### src/rtl/ttm_div.sv
// Restoring serial divider, one quotient bit per cycle.
`default_nettype none
module ttm_div #(
  parameter int DW = 33,
  parameter int QW = 26
) (
  input  wire logic             clk,
  input  wire logic             rst_n,
  input  wire logic             start,
  input  wire logic [DW+QW-1:0] dividend,
  input  wire logic [DW-1:0]    divisor,
  output logic                  busy,
  output logic                  done,
  output logic [QW-1:0]         quotient
);

  localparam int CNTW = $clog2(QW + 1);

  logic [CNTW-1:0] cnt_r;
  logic            busy_r;
  logic            done_r;
  logic [DW-1:0]   rem_r;
  logic [DW-1:0]   dvs_r;
  logic [QW-1:0]   q_r;
  logic [DW:0]     trial;
  logic            ge;
  logic [DW:0]     diff;

  assign trial = {rem_r, q_r[QW-1]};
  assign ge    = trial >= {1'b0, dvs_r};
  assign diff  = trial - {1'b0, dvs_r};

  always_ff @(posedge clk) begin
    if (!rst_n) begin
      busy_r <= 1'b0;
      done_r <= 1'b0;
      cnt_r  <= '0;
    end else begin
      done_r <= 1'b0;
      if (start) begin
        busy_r <= 1'b1;
        cnt_r  <= CNTW'(QW);
      end else if (busy_r) begin
        cnt_r <= cnt_r - 1'b1;
        if (cnt_r == CNTW'(1)) begin
          busy_r <= 1'b0;
          done_r <= 1'b1;
        end
      end
    end
  end

  always_ff @(posedge clk) begin
    if (start) begin
      rem_r <= dividend[DW+QW-1:QW];
      q_r   <= dividend[QW-1:0];
      dvs_r <= divisor;
    end else if (busy_r) begin
      rem_r <= ge ? diff[DW-1:0] : trial[DW-1:0];
      q_r   <= {q_r[QW-2:0], ge};
    end
  end

  assign busy     = busy_r;
  assign done     = done_r;
  assign quotient = q_r;

endmodule
`default_nettype wire

### config.mk
export PLATFORM = sky130hd
export DESIGN_NAME = ttm_div
export DESIGN_NICKNAME = d
export VERILOG_FILES = /design/src/rtl/ttm_div.sv
export SDC_FILE = /design/constraint.sdc
export NUM_CORES = 1
export LEC_CHECK = 0
export BUFFER_PORTS_ARGS = -buffer_cell sky130_fd_sc_hd__buf_4
export CAP_MARGIN = 20
export CELL_PAD_IN_SITES_DETAIL_PLACEMENT = 0
export CELL_PAD_IN_SITES_GLOBAL_PLACEMENT = 1
export CORE_MARGIN = 2
export CORE_UTILIZATION = 39
export CTS_CLUSTER_DIAMETER = 200
export CTS_CLUSTER_SIZE = 16
export DETAILED_ROUTE_END_ITERATION = 6
export GPL_TIMING_DRIVEN = 0
export PLACE_DENSITY = 0.84
export SKIP_LAST_GASP = 1
export SYNTH_ARGS = -nofsm -noshare
export SYNTH_HDL_FRONTEND = slang
export SYNTH_SLANG_ARGS = --single-unit
### constraint.sdc
create_clock -name clk -period 3.06 [get_ports clk]
set_input_delay 0.306 -clock clk [delete_from_list [all_inputs] [get_ports clk]]
set_output_delay 0.306 -clock clk [all_outputs]
set_load 0.05 [all_outputs]
==> results of run 1 <==
through the flow:
stage | hold WS (ns) | setup WS (ns) | instance area, µm² | setup TNS, ns | util, %
after global placement | 0.485 | -0.674 | 7460 | -43.49 | 47.3
after CTS | 0.105 | -0.0735 | 7980 | -0.897 | 50.6
after global routing | 0.105 | -0.269 | 8250 | -6.92 | 52.3
final | 0.116 | -0.125 | 8250 | -1.95 | 52.3
after floorplan | 0.405 | -0.154 | 6280 | -2.78 | -
after detailed placement | 0.485 | -0.347 | 7470 | -25.44 | 47.3
cell families after synthesis:
| logic type | after synthesis | synth area share (%) |
|---|---|---|
| simple gates | 141 | 11.7 |
| xor+xnor | 31 | 4.34 |
| buf+inv | 76 | 5.01 |
| mux | 28 | 5.01 |
| flops | 99 | 46.4 |
| fa+ha+maj | 36 | 7.31 |
| compound gates | 172 | 20.3 |
cell type report:
class | instances | area, µm²
Tap cell | 216 | 270
Multi-Input combinational cell | 409 | 3280
Timing Repair Buffer | 145 | 1160
Sequential cell | 99 | 2900
Inverter | 46 | 173
Fill cell | 1419 | 7520
Clock inverter | 7 | 80.1
Buffer | 28 | 159
Clock buffer | 9 | 225
layout by cell type (no fill, tap or decap), types with 8 or more instances in the layout:
| cell type | Yosys | routed |
|---|---|---|
| a21oi_1 | 45 | 40 |
| xnor2_1 | 13 | 13 |
| clkbuf_16 | 0 | 9 |
| mux2_2 | 27 | 26 |
| xor2_1 | 18 | 18 |
| ha_1 | 35 | 34 |
| nor2_1 | 31 | 30 |
| o21ai_0 | 18 | 16 |
| edfxtp_1 | 92 | 92 |
| a221o_1 | 22 | 22 |
| buf_4 | 1 | 134 |
| nor2b_1 | 28 | 28 |
| buf_6 | 3 | 9 |
| nand2b_1 | 8 | 8 |
| clkbuf_1 | 22 | 20 |
| a21o_1 | 11 | 11 |
| inv_1 | 46 | 45 |
| nand2_1 | 33 | 32 |
| a211oi_1 | 22 | 11 |
| a211oi_2 | 0 | 11 |
where the power goes:
group / internal, W / total [W] / switching [W]
Sequential: 0.00177 / 0.00189 / 0.000126
Combinational: 0.00122 / 0.00285 / 0.00162
Clock: 0.000648 / 0.00120 / 0.000552
Total: 0.00363 / 0.00594 / 0.00230
sequential cells by signal (all words and copies together) (netlist names):
register / count
busy: 1
cnt_r: 5
done: 1
rem_r: 33
quotient: 26
dvs_r: 33
cells in the mapped netlist, types with 3 or more instances:
cell type | count | area share (%)
a221oi_2 | 3 | 0.72
nand3_1 | 6 | 0.48
nand4_1 | 7 | 0.70
nor2b_1 | 28 | 2.8
a21oi_1 | 45 | 3.6
xnor2_1 | 13 | 1.8
nor3_1 | 7 | 0.56
dfxtp_1 | 7 | 2.2
a31oi_1 | 8 | 0.80
ha_1 | 35 | 7.0
a211oi_1 | 22 | 2.6
a21o_1 | 11 | 1.3
nand4b_1 | 3 | 0.42
nand2_1 | 33 | 2.0
o21a_1 | 7 | 0.84
o21ai_0 | 18 | 1.4
nand2b_1 | 8 | 0.80
inv_1 | 46 | 2.8
edfxtp_1 | 92 | 44
o31ai_1 | 4 | 0.48
and3_1 | 5 | 0.50
o21bai_1 | 5 | 0.60
nor2_1 | 31 | 1.9
xor2_1 | 18 | 2.5
nor4b_1 | 3 | 0.42
nor4_1 | 5 | 0.50
o311ai_0 | 3 | 0.42
a221o_1 | 22 | 3.5
clkbuf_1 | 22 | 1.3
buf_6 | 3 | 0.54
mux2_2 | 27 | 4.9
what timing repair did:
item	CTS	global route
pin swaps	6	19
hold buffers	0	0
resized for setup	22	40
hold endpoints to repair	0	0
setup endpoints to repair	33	93
setup buffers	13	9
gates cloned	1	1
worst paths after layout:
| path | to | cells past startpoint | start |
|---|---|---|---|
| max | rem_r[30] | 14 | quotient[25] |
| min | dvs_r[22] | 1 | divisor[22] |
| max reg2reg | rem_r[30] | 14 | quotient[25] |
| min reg2reg | done | 2 | cnt_r[4] |
per-layer routing:
layer	vias to the layer above	global-route usage [%]	routed length, µm
met3	33	5.58	1280
li1	2507	-	-
met5	-	0	0
met1	2538	26.6	7630
met4	0	6.76	340
met2	199	33.0	8320
==> run_results.csv, run 1 <==
group,metric,value,unit
timing,hold_viol,0,
timing,max_slew_margin,40.8,%
clocking,clkSinkCount,99,
critical_path,critPathCaptureType,"flop",
routing,wl_per_cell,18.3,µm
die,ios,123,
critical_path,cp.buffers_inverters,3,
place,dp.cells,921,
clocking,cts_inserted_buffers,9,
clocking,clkLatencyLatePin,0.36,ns
job,maxCapViolCount,0,
timing,final_max_slew_viol_count,0,
finish,fin_cells,959,
critical_path,path_class,"reg -> reg",
yosys,yosysWarnings,0,
timing,skew,0.0112,ns
critical_path,r2r_slack,-0.13,ns
grt,gr-usage-all-layers,20.4,%
clocking,tritoncts,"done",
die,die_y,131,µm
grt,antenna_found_initial,0,
finish,layout.nets,869,
critical_path,cp_cell_sequence,"inv_1, ha_2, inv_2, fa_2, a21o_1, a221oi_4, o21ai_4, a22oi_4, o21a_1, a21o_4, a21o_4, buf_8, a21oi_2, a221o_1",
die,dieArea,17100,µm²
clocking,h-tree-depth,3,
die,start_util,39.7,%
finish,areaGrowthSynthToFinish,31.7,%
timing,tightest_slew,0.888,ns
min_path,hold_path_class,"in -> reg",
timing,rsz0062_at_grt,"true",
critical_path,required,3.17,ns
yosys,synth-async-reset-ratio,0,%
routing,via_per_inst,5.50,
yosys,synth.distinct_cells,59,
grt,grt_pass1_wl,26700,µm
routing,vias,5277,
power_and_ir_drop,total_power,0.00594,W
critical_path,critPathMaxFanout,10,
critical_path,arrival,3.29,ns
yosys,synth_edf_count,92,
yosys,synth_ff_type,"edfxtp_1",
critical_path,crit_family,"compound AO/OA/AOI/OAI gates",
die,fp.dieW,131,µm
yosys,syn_avg_cell_area,10.7,µm²
die,rows,46,
critical_path,slowest_delay,0.39,ns
finish,layout-drive-gt1-share,32.6,%
power_and_ir_drop,p_leak,3.37,nW
grt,grt_max_degree,60,
routing,drc,0,
clocking,root_buffer,"clkbuf_16",
status,violations,"negative setup slack",
critical_path,critPathSlowestCell,"edfxtp_1",
critical_path,cpMostUsedCell,"a21o_4",
timing,fin_crit_sh,104,%
status,status,"complete, but fails checks",
power_and_ir_drop,cellPowerDensity,720,nW/µm²
timing,setup_viol,28,
yosys,syn_area,6260,µm²
routing,drt_iter0_markers,390,
critical_path,start_kind,"flop",
routing,drtPass1Iterations,5,
clocking,cts_max_path_buffers,2,
yosys,seq_area_frac_synth,46.4,%
finish,diodes,0,
clocking,path_clk_slew,0.07,ns
place,io_buffers,122,
die,core,15800,µm²
routing,drt_wl_total,17600,µm
timing,layout_setup_ws,-0.125,ns
timing,min_period,3.19,ns
grt,grt-ovfl-total,0,
place,dp_hpwl,12100,µm
yosys,netlist_instances,583,
power_and_ir_drop,vdd_ir_drop_max,0.000350,V
place,globalplace.congestion,0.966,
timing,max_freq,314,MHz
yosys,synth_fp_nets,714,
grt,grt_pass1_vias,5359,
yosys,ys_seq_elements,99,
routing,ant_nets,0,
Power figures use the tool's default switching activity.
==> run 2, diff against run 1 <==
--- a/config.mk
+++ b/config.mk
@@ -7,10 +7,10 @@
 export LEC_CHECK = 0
 export BUFFER_PORTS_ARGS = -buffer_cell sky130_fd_sc_hd__buf_4
 export CAP_MARGIN = 20
-export CELL_PAD_IN_SITES_DETAIL_PLACEMENT = 0
-export CELL_PAD_IN_SITES_GLOBAL_PLACEMENT = 1
+export CELL_PAD_IN_SITES_DETAIL_PLACEMENT = 2
+export CELL_PAD_IN_SITES_GLOBAL_PLACEMENT = 2
 export CORE_MARGIN = 2
-export CORE_UTILIZATION = 39
+export CORE_UTILIZATION = 32
 export CTS_CLUSTER_DIAMETER = 200
 export CTS_CLUSTER_SIZE = 16
 export DETAILED_ROUTE_END_ITERATION = 6
==> run 2 against run 1 <==
  * The flow still finishes with violations (negative setup slack)
  * Design area barely moved
  * Sequential share of layout area about the same
  * First-iteration DRC count fell by 21%
  * Register-to-register slack lost 0.12 ns
  * Clock power is 3% lower
  * Non-clock buffer count unchanged
  * Routed wire length up 31%
  * Hold slack got worse by 0.012 ns
  * Critical path type unchanged
  * Critical endpoint is now rem_r[28]
  * Highest routed layer unchanged
==> run_results.csv, run 2 (same netlist as run 1, synthesis figures left out) <==
group,metric,value,unit
status,status,"complete, but fails checks",
status,violations,"negative setup slack",
timing,tightest_slew,0.778,ns
routing,drt_iter0_markers,307,
routing,via_per_inst,5.42,
critical_path,critPathSlowestCell,"nor4_1",
timing,fin_crit_sh,108,%
timing,skew,0.0180,ns
place,io_buffers,122,
clocking,cts_inserted_buffers,9,
power_and_ir_drop,p_int,0.00358,W
timing,min_period,3.31,ns
place,dp.cells,970,
die,rows,51,
clocking,cts_max_path_buffers,2,
critical_path,start_kind,"flop",
power_and_ir_drop,p_comb_share,50.0,%
power_and_ir_drop,clkPwrFrac,18.9,%
clocking,tritoncts,"done",
finish,layout_commonest_cell,"buf_4",
clocking,path_clk_slew,0.08,ns
grt,grt-ovfl-total,0,
grt,antenna_found_initial,0,
grt,grt_pass1_vias,6229,
critical_path,critPathMaxFanout,9,
finish,diodes,0,
grt,grt_pass1_wl,34100,µm
power_and_ir_drop,total_power,0.00611,W
power_and_ir_drop,netSwitchingFraction,41.4,%
min_path,hold_path_class,"in -> reg",
finish,register_area,2900,µm²
power_and_ir_drop,power.switching,0.00253,W
clocking,root_buffer,"clkbuf_16",
finish,nFillCells,2026,
routing,ant_nets,0,
power_and_ir_drop,cellPowerDensity,742,nW/µm²
timing,hold_viol,0,
place,dp_hpwl,15700,µm
timing,setup_viol,34,
routing,drc,0,
timing,max_freq,302,MHz
clocking,ctsHoldBuffers,0,
die,ios,123,
die,dieArea,20700,µm²
timing,layout_setup_ws,-0.248,ns
grt,gr-usage-all-layers,21.8,%
routing,vias,5465,
die,start_util,32.4,%
place,globalplace.congestion,0.920,
critical_path,critPathCaptureType,"flop",
finish,fin_cells,1008,
critical_path,cp.buffers_inverters,3,
clocking,clkSinkCount,99,
critical_path,cp_cell_sequence,"ha_1, nand4b_1, nor4_1, a31o_2, clkbuf_2, nor2_4, buf_4, clkbuf_16, a221o_1",
job,maxCapViolCount,0,
timing,max_slew_margin,48.1,%
routing,drt_wl_total,23000,µm
finish,multi_input_area,3240,µm²
clocking,h-tree-depth,3,
power_and_ir_drop,vdd_ir_drop_max,0.000307,V
grt,grt_max_degree,35,
timing,rsz0062_at_grt,"true",
finish,layout.nets,869,
routing,wl_per_cell,22.8,µm
die,core,19300,µm²
power_and_ir_drop,seq_power_share,31.1,%
timing,final.setup.tns,-6.04,ns
power_and_ir_drop,p_leak,3.34,nW
critical_path,required,3.17,ns
timing,final_max_slew_viol_count,0,
critical_path,path_class,"reg -> reg",
finish,final_cell_mix,"buf_4 (136), edfxtp_1 (92), inv_1 (45)",
die,fp.dieW,144,µm
clocking,clkLatencyLatePin,0.37,ns
critical_path,crit_family,"simple AND/OR/NAND/NOR gates",
critical_path,arrival,3.42,ns
finish,layout-drive-gt1-share,31.8,%
routing,drtPass1Iterations,6,
finish,areaGrowthSynthToFinish,31.6,%
die,die_y,144,µm
critical_path,slowest_delay,0.59,ns
## run 2: cell types whose count changed in the layout (fill, tap and decap cells not counted), moves of 3 or more
cell | previous run | this run
a31oi_1 | 3 | 7
a211oi_2 | 11 | 6
ha_2 | 1 | 4
a21oi_2 | 6 | 2
a211oi_1 | 11 | 16
ha_1 | 34 | 31
o21ai_0 | 16 | 12
## run 2: final timing paths
check,startpoint,to,slack (ns),cells after the start
worst max-delay path,rem_r[30],rem_r[28],-0.25,9
worst min register to register,cnt_r[4],done,0.58,2
worst min-delay path,divisor[10],dvs_r[10],0.10,1
worst max register to register,rem_r[30],rem_r[28],-0.25,9
## run 2: power groups by stage
| stage | logic, W | registers [W] | clock network, W |
|---|---|---|---|
| 6_report | 0.00305 | 0.00190 | 0.00116 |
| 5_1_grt | 0.00328 | 0.00193 | 0.00124 |
| 4_1_cts | 0.00276 | 0.00190 | 0.00119 |
| 3_5_place_dp | 0.00257 | 0.00192 | 0 |
| 3_3_place_gp | 0.00245 | 0.00191 | 0 |
| 2_1_floorplan | 0.00171 | 0.00201 | 0 |
## run 2: what timing repair did
item | CTS | global route
gates cloned | 2 | 1
pin swaps | 6 | 8
setup endpoints to repair | 93 | 63
buffers inserted | 14 | 8
resized for setup | 26 | 29
## run 2: cell type report
cell class              instances  area share [%]
plain buffers                  28            1.88
clock buffers                  10            2.78
clock inverters                 6           0.683
inverters                      46            2.10
multi-input cells             409            39.3
flip-flops and latches         99            35.2
well taps                     265            4.02
repair buffers                145            14.0
## run 2: metal layers
layer / part of all wire, % / global-route usage, %
met1: 40 / 25.3
met2: 51 / 38.6
met3: 6.1 / 6.50
met4: 2.7 / 6.81
met5: 0 / 0
## run 2: metrics by stage
step / setup WS (ns) / area, µm² / hold slack (ns) / utilization, %
detailed placement: -0.428 / 7530 / 0.486 / 38.9
global route: -0.406 / 8240 / 0.0880 / 42.6
global placement: -0.729 / 7530 / 0.485 / 38.9
CTS: -0.159 / 8070 / 0.0926 / 41.7
floorplan: -0.154 / 6280 / 0.405 / -
finish: -0.248 / 8240 / 0.104 / 42.6
==> run 3, diff against run 2 <==
--- a/config.mk
+++ b/config.mk
@@ -15,6 +15,7 @@
 export CTS_CLUSTER_SIZE = 16
 export DETAILED_ROUTE_END_ITERATION = 6
 export GPL_TIMING_DRIVEN = 0
+export HOLD_SLACK_MARGIN = 0.15
 export PLACE_DENSITY = 0.84
 export SKIP_LAST_GASP = 1
 export SYNTH_ARGS = -nofsm -noshare
==> constraint.sdc (replaced) <==
create_clock -name clk -period 2.8 [get_ports clk]
set_input_delay 0.28 -clock clk [delete_from_list [all_inputs] [get_ports clk]]
set_output_delay 0.28 -clock clk [all_outputs]
set_load 0.05 [all_outputs]
==> run 3 against run 2 <==
  * The run still ends with negative setup slack left
  * Non-clock buffer count increased by 28
  * Sequential share of layout area down 1.5 points
  * Utilization up 1.9 points
  * Total power increased by 12%
  * Via count is 3.0% higher
  * Highest routed layer unchanged
==> run_results.csv, run 3 (same netlist as run 1, synthesis figures left out) <==
group,metric,value,unit
routing,wl_per_cell,22.6,µm
routing,drt_wl_total,23500,µm
clocking,h-tree-depth,3,
critical_path,arrival,3.41,ns
timing,hold_viol,0,
power_and_ir_drop,p_leak,3.50,nW
timing,max_slew_margin,36.1,%
job,maxCapViolCount,0,
die,core,19300,µm²
timing,final_max_slew_viol_count,0,
place,postPlaceCellArea,7530,µm²
place,pre_cts_ws,-0.707,ns
routing,top_layer_used,"met4",
critical_path,cp-startpoint,"rem_r[30]",
power_and_ir_drop,cellPowerDensity,793,nW/µm²
place,globalplace.congestion,0.860,
routing,drt_iter0_markers,388,
status,violations,"negative setup slack",
place,io_buffers,122,
power_and_ir_drop,seq_power_share,30.4,%
finish,layout_commonest_cell,"buf_4",
routing,wl_met3,1180,µm
finish,areaGrowthSynthToFinish,37.6,%
die,ios,123,
grt,gr-usage-all-layers,23.3,%
critical_path,cp_cell_sequence,"ha_1, a21o_1, a211o_1, a31oi_1, clkbuf_1, a211oi_1, a221o_1",
finish,layout.nets,897,
routing,drc,0,
power_and_ir_drop,p_comb_share,50.4,%
timing,rsz0062_at_grt,"true",
clocking,clkLatencyLatePin,0.38,ns
clocking,cts_max_path_buffers,2,
timing,skew,0.0162,ns
min_path,hold_path_class,"in -> reg",
critical_path,path_class,"reg -> reg",
critical_path,timing.rr.start,"rem_r[30]",
grt,grt-ovfl-total,0,
grt,antenna_found_initial,0,
timing,min_period,3.29,ns
place,dp_hpwl,16100,µm
die,start_util,32.4,%
timing,fin_crit_sh,118,%
power_and_ir_drop,clkPwrFrac,19.2,%
die,die_y,144,µm
grt,grt_pass1_wl,36300,µm
routing,drtPass1Iterations,4,
power_and_ir_drop,netSwitchingFraction,41.8,%
timing,setup_viol,34,
critical_path,start_kind,"flop",
critical_path,cp.buffers_inverters,1,
grt,grt_pass1_vias,6325,
critical_path,crit_family,"compound AO/OA/AOI/OAI gates",
finish,post-route-cell-area,8610,µm²
routing,ant_nets,0,
power_and_ir_drop,power.switching,0.00286,W
routing,route.layer.met1.wl,9820,µm
critical_path,required,2.92,ns
critical_path,slowest_delay,0.76,ns
routing,vias,5631,
timing,tightest_slew,0.958,ns
clocking,clkSinkCount,99,
timing,layout_setup_ws,-0.491,ns
place,dp.cells,970,
power_and_ir_drop,p_int,0.00398,W
timing,max_freq,304,MHz
finish,diodes,0,
power_and_ir_drop,total_power,0.00683,W
routing,via_per_inst,5.44,
grt,grt_max_degree,35,
critical_path,critPathSlowestCell,"clkbuf_1",
die,fp.dieW,144,µm
finish,fin_cells,1036,
critical_path,critPathMaxFanout,10,
critical_path,critPathCaptureType,"flop",
status,status,"complete, but fails checks",
clocking,cts_inserted_buffers,9,
timing,final.setup.tns,-13.56,ns
clocking,root_buffer,"clkbuf_16",
clocking,path_clk_slew,0.08,ns
die,dieArea,20700,µm²
min_path,hold_start,"rst_n",
finish,final_cell_mix,"buf_4 (133), edfxtp_1 (92), inv_1 (44)",
finish,layout-drive-gt1-share,30.7,%
routing,wl_met2,12100,µm
clocking,tritoncts,"done",
die,rows,51,
power_and_ir_drop,vdd_ir_drop_max,0.000315,V
[run 3: changes by cell type in the layout (fill, tap and decap cells not counted), sizes merged]
cell,change
buf,-4
clkbuf,-2
clkinv,+1
clkinvlp,-1
dlygate4sd3,+33
inv,+1
[run 3: timing repair]
action                                  CTS  global route
hold endpoints to repair                 33             0
hold buffers                             33             0
endpoints found under the setup margin   93            93
gates cloned                              4             0
gates resized for setup                  32            32
pin swaps                                17            16
buffers inserted                         13             4
[run 3: final timing paths]
| path | to | slack (ns) | cells past startpoint |
|---|---|---|---|
| max reg2reg | rem_r[27] | -0.49 | 7 |
| min reg2reg | cnt_r[0] | 0.57 | 2 |
| min | cnt_r[1] | 0.16 | 2 |
| max | rem_r[27] | -0.49 | 7 |
[run 3: metal layers]
metal	vias up	GRT usage (%)
met2	159	42.4
met1	2876	27.7
met3	31	4.83
li1	2565	-
met5	-	0
met4	0	6.30
[run 3: through the flow]
step                      hold slack, ns  util [%]
final                              0.161      44.6
after global routing               0.182      44.6
after CTS                          0.163      43.9
after detailed placement           0.459      38.9
after global placement             0.459      38.9
after floorplan                    0.379         -
[run 3: worst register-to-register path, delay by kind of cell (launching register included)]
kind	cells	cell delay (ns)
compound gates	5	1.44
buf+inv	1	0.76
fa+ha+maj	1	0.42
flops	1	0.41
[run 3: final cells by class]
cell class                      instances  area [µm²]
Inverter                               46         173
Sequential cell                        99        2900
Multi-Input combinational cell        409        3300
Clock inverter                          7        67.6
Fill cell                            2034       10700
Buffer                                 28         163
Clock buffer                            9         225
Timing Repair Buffer                  173        1450
Tap cell                              265         332
[run 3: power groups by stage]
stage	Sequential, W	Clock, W	Combinational [W]
global placement	0.00208	0	0.00268
floorplan	0.00219	0	0.00187
CTS	0.00207	0.00134	0.00317
finish	0.00208	0.00131	0.00345
global route	0.00210	0.00139	0.00368
detailed placement	0.00210	0	0.00284
